===== config.mk =====
export PLATFORM = sky130hd
export DESIGN_NAME = pbcq_ctrl
export DESIGN_NICKNAME = d
export VERILOG_FILES = /design/src/rtl/priority_batch_command_queue_core_macros.svh /design/src/rtl/pbcq_pkg.sv /design/src/rtl/pbcq_ctrl.sv
export SDC_FILE = /design/constraint.sdc
export NUM_CORES = 1
export LEC_CHECK = 0
export BUFFER_PORTS_ARGS = -buffer_cell sky130_fd_sc_hd__buf_2
export CAP_MARGIN = 20
export CORE_AREA = 4 4 41 43
export DETAILED_ROUTE_END_ITERATION = 8
export DIE_AREA = 0 0 45 47
export GPL_TIMING_DRIVEN = 0
export SYNTH_ARGS = -nofsm -noshare
export SYNTH_HDL_FRONTEND = slang
export SYNTH_SLANG_ARGS = --single-unit

===== constraint.sdc =====
create_clock -name clk -period 2.3 [get_ports clk]
set_clock_uncertainty 0.05 [all_clocks]
set_input_delay 0.23 -clock clk [delete_from_list [all_inputs] [get_ports clk]]
set_output_delay 0.23 -clock clk [all_outputs]
set_load 0.02 [all_outputs]

===== src/rtl/priority_batch_command_queue_core_macros.svh =====
// Assertion macros used by the priority batch command queue datapath.
`ifndef PRIORITY_BATCH_COMMAND_QUEUE_CORE_MACROS_SVH
`define PRIORITY_BATCH_COMMAND_QUEUE_CORE_MACROS_SVH

// Same-cycle implication, disabled in reset.
`define PBCQ_ASSERT_NOW(label, ante, cons) \
    label: assert property (@(posedge clk) disable iff (!rst_n) (ante) |-> (cons)) \
        else $error("pbcq assertion failed");

// Next-cycle implication, disabled in reset.
`define PBCQ_ASSERT_NEXT(label, ante, cons) \
    label: assert property (@(posedge clk) disable iff (!rst_n) (ante) |=> (cons)) \
        else $error("pbcq assertion failed");

`endif


===== src/rtl/pbcq_pkg.sv =====
// Package: types, codes and helpers of the priority batch command queue.
`timescale 1ns / 1ps
package pbcq_pkg;

    localparam int QUEUE_DEPTH_DEF     = 1024;
    localparam int MAX_BATCH_DEF       = 32;
    localparam int OVERFLOW_FACTOR_DEF = 20;

    localparam int REQ_W      = 2;
    localparam int BATCH_W    = 6;
    localparam int DELAY_W    = 16;
    localparam int CFG_IDX_W  = 2;
    localparam int CFG_DATA_W = 16;

    localparam logic [CFG_IDX_W-1:0] REG_ENABLE = 2'd0;
    localparam logic [CFG_IDX_W-1:0] REG_BATCH  = 2'd1;
    localparam logic [CFG_IDX_W-1:0] REG_DELAY  = 2'd2;

    localparam logic [REQ_W-1:0] REQ_ADD   = 2'd0;
    localparam logic [REQ_W-1:0] REQ_TICK  = 2'd1;
    localparam logic [REQ_W-1:0] REQ_CLEAR = 2'd2;

    localparam logic [1:0] ST_ACCEPTED = 2'd0;
    localparam logic [1:0] ST_DROPPED  = 2'd1;
    localparam logic [1:0] ST_REFUSED  = 2'd2;

    localparam logic [7:0] FRAME_HEADER = 8'hCC;
    localparam logic [7:0] FRAME_TYPE   = 8'h01;
    localparam logic [7:0] COLOR_MAX    = 8'd255;

    localparam logic [BATCH_W-1:0] BATCH_RESET = 6'd16;
    localparam logic [DELAY_W-1:0] DELAY_RESET = 16'd50;
    localparam logic [DELAY_W-1:0] DELAY_SAT   = 16'hFFFF;

    typedef struct packed {
        logic signed [7:0] prio;
        logic [7:0]        blue;
        logic [7:0]        green;
        logic [7:0]        red;
        logic [7:0]        key;
    } cmd_t;

    typedef struct packed {
        logic       capture;
        logic       store;
        logic       emit_status;
        logic [1:0] status_code;
        logic       status_last;
        logic       tick;
        logic       clear;
        logic       rel_init;
        logic       rd;
        logic       insert;
        logic       emit_frame;
    } ctrl_cmd_t;

    typedef struct packed {
        logic [REQ_W-1:0] req;
        logic             enabled;
        logic             full;
        logic             reach;
        logic             tick_rel;
        logic             n_zero;
        logic             ins_done;
        logic             emit_last;
        logic             out_free;
    } ctrl_sts_t;

    function automatic logic [7:0] clamp_color(input logic signed [9:0] v);
        logic [7:0] r;
        if (v < 0)
            r = 8'd0;
        else if (v > 10'sd255)
            r = COLOR_MAX;
        else
            r = v[7:0];
        return r;
    endfunction

endpackage


===== src/rtl/pbcq_ctrl.sv =====
// Controller state machine of the priority batch command queue.
`timescale 1ns / 1ps
module pbcq_ctrl (
    input  logic                 clk,
    input  logic                 rst_n,
    input  logic                 in_valid,
    output logic                 in_stall,
    input  pbcq_pkg::ctrl_sts_t  sts,
    output pbcq_pkg::ctrl_cmd_t  cmd
);

    localparam logic [2:0] S_IDLE     = 3'd0;
    localparam logic [2:0] S_DECIDE   = 3'd1;
    localparam logic [2:0] S_REL_INIT = 3'd2;
    localparam logic [2:0] S_READ     = 3'd3;
    localparam logic [2:0] S_INSERT   = 3'd4;
    localparam logic [2:0] S_EMIT     = 3'd5;

    logic [2:0] state_reg;
    logic [2:0] state_next;

    assign in_stall = (state_reg != S_IDLE);

    always_comb
    begin
        cmd        = '0;
        state_next = state_reg;
        unique case (state_reg)
            S_IDLE:
            begin
                if (in_valid)
                begin
                    cmd.capture = 1'b1;
                    state_next  = S_DECIDE;
                end
            end
            S_DECIDE:
            begin
                unique case (sts.req)
                    pbcq_pkg::REQ_ADD:
                    begin
                        if (sts.out_free)
                        begin
                            cmd.emit_status = 1'b1;
                            state_next      = S_IDLE;
                            if (!sts.enabled)
                            begin
                                cmd.status_code = pbcq_pkg::ST_REFUSED;
                                cmd.status_last = 1'b1;
                            end
                            else if (sts.full)
                            begin
                                cmd.status_code = pbcq_pkg::ST_DROPPED;
                                cmd.status_last = 1'b1;
                            end
                            else
                            begin
                                cmd.store       = 1'b1;
                                cmd.status_code = pbcq_pkg::ST_ACCEPTED;
                                cmd.status_last = !sts.reach;
                                if (sts.reach)
                                    state_next = S_REL_INIT;
                            end
                        end
                    end
                    pbcq_pkg::REQ_TICK:
                    begin
                        state_next = S_IDLE;
                        if (sts.enabled)
                        begin
                            cmd.tick = 1'b1;
                            if (sts.tick_rel)
                                state_next = S_REL_INIT;
                        end
                    end
                    pbcq_pkg::REQ_CLEAR:
                    begin
                        cmd.clear  = 1'b1;
                        state_next = S_IDLE;
                    end
                    default:
                        state_next = S_IDLE;
                endcase
            end
            S_REL_INIT:
            begin
                cmd.rel_init = 1'b1;
                state_next   = sts.n_zero ? S_IDLE : S_READ;
            end
            S_READ:
            begin
                cmd.rd     = 1'b1;
                state_next = S_INSERT;
            end
            S_INSERT:
            begin
                cmd.insert = 1'b1;
                state_next = sts.ins_done ? S_EMIT : S_READ;
            end
            S_EMIT:
            begin
                if (sts.out_free)
                begin
                    cmd.emit_frame = 1'b1;
                    if (sts.emit_last)
                        state_next = S_IDLE;
                end
            end
            default:
                state_next = S_IDLE;
        endcase
    end

    always_ff @(posedge clk or negedge rst_n)
    begin
        if (!rst_n)
            state_reg <= S_IDLE;
        else
            state_reg <= state_next;
    end

endmodule


After elaboration in Yosys (flattened, before gate mapping)
Index checks and enable logic that the tools add are counted.
Storage, ports and cells
  input port bits: 13
  output and inout port bits: 13
  word-level logic and storage cells: 47
  register bits: 3
Cells by class
  muxes and demuxes: 30
  equal/unequal tests: 11
  reductions and logical operators: 5
Operators by type and width (number)
  $mux W3: 9
  $pmux W3 S6: 1
  $mux W1: 12
  $mux W5: 2
  $mux W2: 4
  $mux W7: 1
  $eq A3 B2 Y1 const B: 2
  $eq A3 B3 Y1 const B: 2
  $ne A2 B2 Y1 const B: 3
  $pmux W3 S2: 1
  $reduce_and A4 Y1: 1
  $eq A3 B1 Y1 const B: 1
  $logic_not A3 Y1: 1
  $ne A3 B3 Y1 const B: 1
  $reduce_bool A3 Y1: 1
  $eq A2 B1 Y1 const B: 1
  $eq A2 B2 Y1 const B: 1
  $logic_not A2 Y1: 1
  $logic_not A1 Y1: 1

Depth between registers and ports, before layout
Gate-level depths: netlist of the first run.
  word-level depth: 6
  gate-level depth with buffers: 5
  gate-level depth less buffers: 4

Least setup slack after synthesis of the first run
OpenSTA, ideal clock, no wires.
  kind: reg2out
  from: register state_reg[2]
  to: output port cmd[10] in the netlist's numbering
  arrival: 1.722 ns
  path slack: 0.298 ns
  required time: 2.020 ns
  cell stages (with the launch flop): 6
  buffers on the path: 1
  cell sequence: dfrtp_1 buf_6 or4b_4 nor2_1 nand2_1 nor3b_1
RTL lines
  start: declaration: RTL line pbcq_ctrl.sv:19  | logic [2:0] state_reg;
  start signal: assignment: RTL line pbcq_ctrl.sv:119  | state_reg <= state_next;
  end: declaration: RTL line pbcq_ctrl.sv:9  | output pbcq_pkg::ctrl_cmd_t cmd

==> results, run 1 <==
- The flow ran to the end, and the final reports show no timing, DRC or antenna violations.
- The critical path launch point is state_reg[1].
- After detailed routing, the average wire length per cell comes to a little under 10 µm.
- The number of failing setup endpoints in the final timing report is 0.
- For the pin with the worst max-slew slack, the measured transition is 336 ps.
- In this run the core area contains 13 standard-cell rows.
- Yosys printed 0 warnings.
- TritonCTS built the clock tree.
- The clock sink total is 3.
- The startpoint class of the critical path is a register.
- Adding up every negative setup slack in the final design gives 0 ps.
- The gate family responsible for the most delay along the worst path is simple AND/OR/NAND/NOR gates.
- The share of synthesized area in the top cell type comes to 0.231.
- By area the synthesized netlist is led by dfrtp_1, nor2_1, a31oi_1, inv_1, nand2_1.
- After detailed routing, the number of remaining DRC violations is 0.
- The width of the chip is ~45 µm.
- The first global-routing pass estimated between 1500 and 2000 µm of wire.
- The type of the most critical hold path is input pin to async pin.
- The floorplan die area is ~2100 µm².
- Fill cells in the final layout number between 150 and 200.
- The largest individual stage delay along the critical path comes from the cell or4b_4.
- The total count of max-transition violations in the final report was 0.
- Detailed placement finished with a half-perimeter wire length of between 700 and 800 µm.
- The vertical extent of the die is ~47 µm.
- After the last flow step, the layout net total stands at 92.
- The number of placed instances with taps included is between 80 and 90.
- In the global route stage, overall resource usage came out at 0.105.
- The total overflow left after global routing is 0.
- The largest net degree at the start of global routing is 11.
- The area after detailed placement is 469 µm².
- The iteration-0 DRC count of the detailed router is 6.
- In this run the register-to-register setup slack is 630 ps.
- The average via count per standard cell is approximately 4.7.
- The number of nets still failing antenna checks after routing is 0.
- Setup repair after global routing left no endpoint under its margin.
- The initial standard-cell utilization of the core is 0.250.
- IR analysis of the VDD net gives a maximum drop of around 320 µV.
- The synthesized design contains 3 register bits.
- The top fanout value on the critical path is 7.
- The count of boundary I/O pins is 26.
- Of the synthesized area, sequential elements account for 0.231.
- Dividing total power by cell area gives a power density of ~840 nW/µm².
- The startpoint identified for the worst register-to-register timing path is state_reg[1].
- The area of the core region is about 1300 µm².
- After layout, the design draws a total of about 0.43 mW.
- STA classifies the critical path endpoint as a primary output.
- The final critical path time including I/O delays and setup is ~2100 ps.
- The routability congestion estimate from global placement is a little under 0.7.
- In this design, the stage delay of the slowest critical-path cell is ~580 ps.
- The number of global-route vias before repair is around 400.
- After clock tree synthesis, the setup repair step added 0 buffers.
- The library cell used as clock root buffer is clkbuf_4.
- The number of buffers added on ports is 25.
- At the worst endpoint, the arrival time is around 1800 ps.
- The synthesized netlist net count is 61.
- Of the cells placed in the final design, the portion with a size suffix greater than 1 is 0.385.
- In this run the number of H-tree levels came out at 1.
- The critical path goes through or4b_4 > nor2_1 > nand2_1 > nor3b_1 > buf_2.
- Across the run, the number of max-cap violations was 0.
- The final period utilization is 0.923.
- The finished layout holds 93 standard cells, fillers aside.
- The initial antenna violation count was 0.
- At the placement stage, the worst setup path has a slack of ~430 ps.
- Final hold analysis gives a worst-case slack of between 200 and 300 ps.
- The final route contains between 400 and 500 vias.
- The hold violation count in the final report is 0.
- After synthesis, the mean cell area works out to between 6 and 7 µm².
- Setup slack on the critical path of the routed design comes to about 180 ps.
- The number of buffers and inverters on the critical path is 1.
- The post-CTS clock slew at the launch and capture registers of the worst setup and hold paths is approximately 40 ps.
- The worst pin sits at a relative slew slack of 0.773.
- The area overhead of the layout relative to synthesis is 55.4%.
- The worst setup path is of the register to primary output kind.
- The synthesized instance count is 48.
- In this run the static leakage power is 0.290 nW.
- Counting the buffers created by CTS gives 3.
- The number of antenna diodes in the final layout is 0.
- In this run, distinct cell masters in the synthesized netlist total 20.
- The first detailed-routing pass took 4 iterations.
- The clock latency reported for the late side of the worst-skew pair is 230 ps.
- The netlist area before placement is 325 µm².
- The number of flip-flops in the largest register is 3.
- In this run the deepest clock path goes through 2 buffers.
- Derived from the worst setup path, the maximum achievable clock frequency is roughly 470 MHz.
- Once the clock tree was built, the resizer swapped 0 gates to a different size.
- Wires add up to ~900 µm.
- The post-route cell area is roughly 500 µm².
- Measured on the finished design, the core utilization comes to 0.388.
- For the worst setup path, the data required time is a little over 2000 ps.
- The biggest area consumer among synthesized cells is dfrtp_1.
- After clock tree synthesis, the flow added hold-fix buffers numbering 1.
-- cells in the final DEF, fill, tap and decap left out, drive strengths merged --
| cell | instances |
|---|---|
| buf | 26 |
| nor2 | 10 |
| inv | 5 |
| nand2 | 5 |
| clkbuf | 5 |
| a31oi | 4 |
| nand2b | 3 |
| o22ai | 3 |
| dfrtp | 3 |
| or3 | 2 |
| nor3 | 2 |
| or2b | 1 |
| or4b | 1 |
| nor4b | 1 |
| and3 | 1 |
| nor3b | 1 |
| a21boi | 1 |
| o22a | 1 |
| and3b | 1 |
| and2 | 1 |
| dlygate4sd3 | 1 |
-- kinds of logic (layout without fill, tap and decap cells) --
family,count (synthesis),after routing,synth area share
compound gates,9,9,0.185
simple gates,29,29,0.481
flops,3,3,0.231
buf+inv,7,37,0.104
-- final cells by class --
| cell class | instances | area [µm²] | area share |
|---|---|---|---|
| Buffer | 2 | 15.0 | 0.0297 |
| Clock buffer | 4 | 26.3 | 0.0520 |
| Inverter | 5 | 18.8 | 0.0371 |
| Multi-Input combinational cell | 38 | 216 | 0.428 |
| Sequential cell | 3 | 75.1 | 0.149 |
| Tap cell | 15 | 18.8 | 0.0371 |
| Timing Repair Buffer | 26 | 135 | 0.267 |
-- Yosys cell counts, drive strengths merged --
cell / number
o22ai: 3
or3: 2
inv: 5
nand2b: 3
nand2: 5
a31oi: 4
or2b: 1
or4b: 1
nor3b: 1
buf: 1
nor4b: 1
o22a: 1
nor3: 2
clkbuf: 1
nor2: 10
a21boi: 1
dfrtp: 3
and3b: 1
and3: 1
and2: 1
-- path summary, 6_finish.rpt --
| check | to | depth (start not counted) |
|---|---|---|
| worst min-delay path | state_reg[2] | 2 |
| min in group clk | state_reg[0] | 4 |
| worst min register to register | state_reg[0] | 3 |
| worst max register to register | state_reg[1] | 3 |
| max in group asynchronous | state_reg[0] | 2 |
| worst max-delay path | cmd[10] | 5 |
-- power breakdown --
| group | switching, mW | internal, mW | leakage [nW] | total [mW] |
|---|---|---|---|---|
| Sequential | 0.0123 | 0.0691 | 0.0396 | 0.0814 |
| Combinational | 0.149 | 0.103 | 0.235 | 0.252 |
| Clock | 0.0285 | 0.0651 | 0.0150 | 0.0936 |
-- routing by layer --
layer | GRT usage | up-vias | wire, µm
met3 | 0.0268 | 2 | 97
li1 | - | 229 | -
met1 | 0.130 | 184 | 410
met2 | 0.167 | 22 | 388
met5 | 0 | - | 0
met4 | 0.0526 | 0 | 8
Power figures use the tool's default switching activity.
==> inputs of run 2 (changes only) <==
- PLACE_DENSITY: unset -> 0.5
==> run 2 against run 1 <==
  * Fmax is 0.99% higher
  * Count of clock-buffer cells in the layout stayed put
  * Register-to-register slack hardly changed
  * Combinational power hardly changed
  * Utilization stayed put
  * First-iteration DRC count is 67% higher
==> results, run 2 (synthesized netlist as in run 1, its figures left out) <==
- Relative to the synthesized area, the layout overhead comes to 55.4%.
- The average wire per cell in the routed design is about 10 µm.
- The worst flop-to-flop path endpoint is state_reg[0].
- The number of clock buffers added by TritonCTS is 3.
- In the finished design, the share of the clock period the worst path needs comes to 0.914.
- Measured on the finished design, the core utilization comes to 0.388.
- The number of antenna cells inserted is 0.
- STA classifies the critical path endpoint as a primary output.
- The data required time of the critical path is between 2000 and 2500 ps.
- The worst setup path is of the register to primary output kind.
- In the final layout, flip-flops and latches occupy 75.1 µm².
- The floorplan die area is approximately 2100 µm².
- Across all layers, the routed design uses 430 vias.
- The count of nets left with antenna violations once routing finished came out at 0.
- The total negative slack is 0 ps.
- The initial standard-cell utilization of the core is 0.250.
- Row generation in the floorplan step produced 13 rows.
- The area of the core region is approximately 1300 µm².
- The final critical path time including I/O delays and setup is roughly 2100 ps.
- The register with the most flip-flops in the layout has 3 of them.
- In the final layout, the multi-input gates occupy roughly 220 µm².
- Setup repair after global routing left no endpoint under its margin.
- The library cell used as clock root buffer is clkbuf_4.
- The iteration-0 DRC count of the detailed router is 10.
- The worst register-to-register path begins at state_reg[2].
- The worst voltage drop across the vdd grid is 293 µV.
- The initial antenna violation count is 0.
- Setup slack on the worst reg-to-reg path comes out at 620 ps.
- The stage delay of the slowest cell on the critical path is about 520 ps.
- For this run the aggregate overflow at the end of global routing stands at 0.
- In the layout the commonest cells are buf_2, nor2_1, inv_1, nand2_1, a31oi_1.
- The post-CTS clock slew at the launch and capture registers of the worst setup and hold paths is about 40 ps.
- The number of failing setup endpoints in the final timing report is 0.
- At the placement stage, the worst setup path has a slack of ~440 ps.
- The tightest min-delay check is of the input pin to async pin type.
- The clock latency reported for the late side of the worst-skew pair is about 230 ps.
- For this run, the top clock speed supported by timing is roughly 480 MHz.
- In this run the deepest clock path goes through 2 buffers.
- The number of nets in the layout is 92.
- The cell with the largest stage delay on the worst path is or4b_4.
- Detailed placement ended at an HPWL of around 770 µm.
- For the pin with the worst max-slew slack, the measured transition is ~350 ps.
- The filler cell count in the final layout is approximately 170.
- The data arrival time of the critical path is around 1800 ps.
- The post-layout worst setup margin is roughly 200 ps.
- The startpoint class of the critical path is a register.
- The tree built by TritonCTS fans out to 3 sinks.
- The max-capacitance violation count is 0.
- In this run, placement finished with an instance count of between 80 and 90.
- The hold violation count in the final report is 0.
- The total power per unit cell area is between 800 and 900 nW/µm².
- The TritonCTS clock tree is yes.
- The top fanout value on the critical path is 9.
- For this block, the routed nets add up to roughly 930 µm of wire.
- In the routed design, unresolved DRC markers number 0.
- Among cell families on the critical path, the largest total delay comes from simple AND/OR/NAND/NOR gates.
- The vertical extent of the die is between 40 and 50 µm.
- The worst path buffer plus inverter count is 2.
- 26 I/O pins were placed.
- After routing the design area is roughly 500 µm².
- The run finished with clean final reports.
- The logic depth of the worst register-to-register path is 4.
- The critical path goes through buf_6 > or4b_4 > nor2_1 > nand2_1 > nor3b_1 > buf_2.
- The area after detailed placement is between 400 and 500 µm².
- The largest net degree at the start of global routing is 11.
- Gates resized during post-CTS repair numbered 0.
- The fraction of layout instances using a drive strength above 1 is 0.385.
- The width of the chip is between 40 and 50 µm.
- Dividing the detail-routed via count by the number of cells gives between 4 and 5.
- The number of buffers added on ports is 25.
- Routability-driven placement finished with a final weighted congestion of approximately 0.7.
- For this run, the number of standard cells in the final layout without fillers is 93.
- The total count of max-transition violations in the final report came to 0.
- Headroom to the max-slew limit came out at 0.768.
- Across every metal layer, demand over resource in global routing totals 0.100.
- The leading cell type in the layout, fill and taps excluded is buf_2.
- The number of global-route vias before repair is 380.
- The count of H-tree levels built during CTS is 1.
- The leakage power summed over all cells is about 0.29 nW.
- The global-route wire length before repair is ~1500 µm.
- Before antenna repair, the detailed router went through 4 iterations.
## run 2: cell counts in the layout (fill, tap and decap cells not counted)
No cell type changed its count.
## run 2: layout make-up
cell class | count | area share
multi-input cells | 38 | 0.428
repair buffers | 26 | 0.267
flip-flops and latches | 3 | 0.149
clock buffers | 4 | 0.0520
inverters | 5 | 0.0371
well taps | 15 | 0.0371
plain buffers | 2 | 0.0297
## run 2: worst max path at each step
stage	start	endpoint	slack [ps]	depth (start not counted)
2_1_floorplan	state_reg[2]	cmd[10]	300	5
3_3_place_gp	state_reg[1]	cmd[10]	430	5
3_5_place_dp	state_reg[2]	cmd[10]	440	6
4_1_cts	state_reg[2]	cmd[10]	170	6
5_1_grt	state_reg[1]	cmd[10]	60	5
6_report	state_reg[2]	cmd[10]	200	6
## run 2: what timing repair did
item | in CTS | in global routing
endpoints found under the hold margin | 3 | 0
hold buffers | 1 | 0
buffers inserted | 0 | 0
## run 2: where the power goes
group,internal [mW],switching [mW]
logic,0.103,0.147
clock network,0.0649,0.0257
registers,0.0692,0.0119
## run 2: stage by stage
stage          power (mW)  hold WS, ps
6_report            0.422          273
3_3_place_gp        0.337        -23.1
3_5_place_dp        0.333        -22.9
2_1_floorplan       0.262         -116
5_1_grt             0.473          270
4_1_cts             0.432          260
## run 2: metal layers
layer | GRT usage | share of wire
met1 | 0.118 | 0.45
met3 | 0.0651 | 0.14
met5 | 0 | 0
met4 | 0.0175 | 0
met2 | 0.155 | 0.41
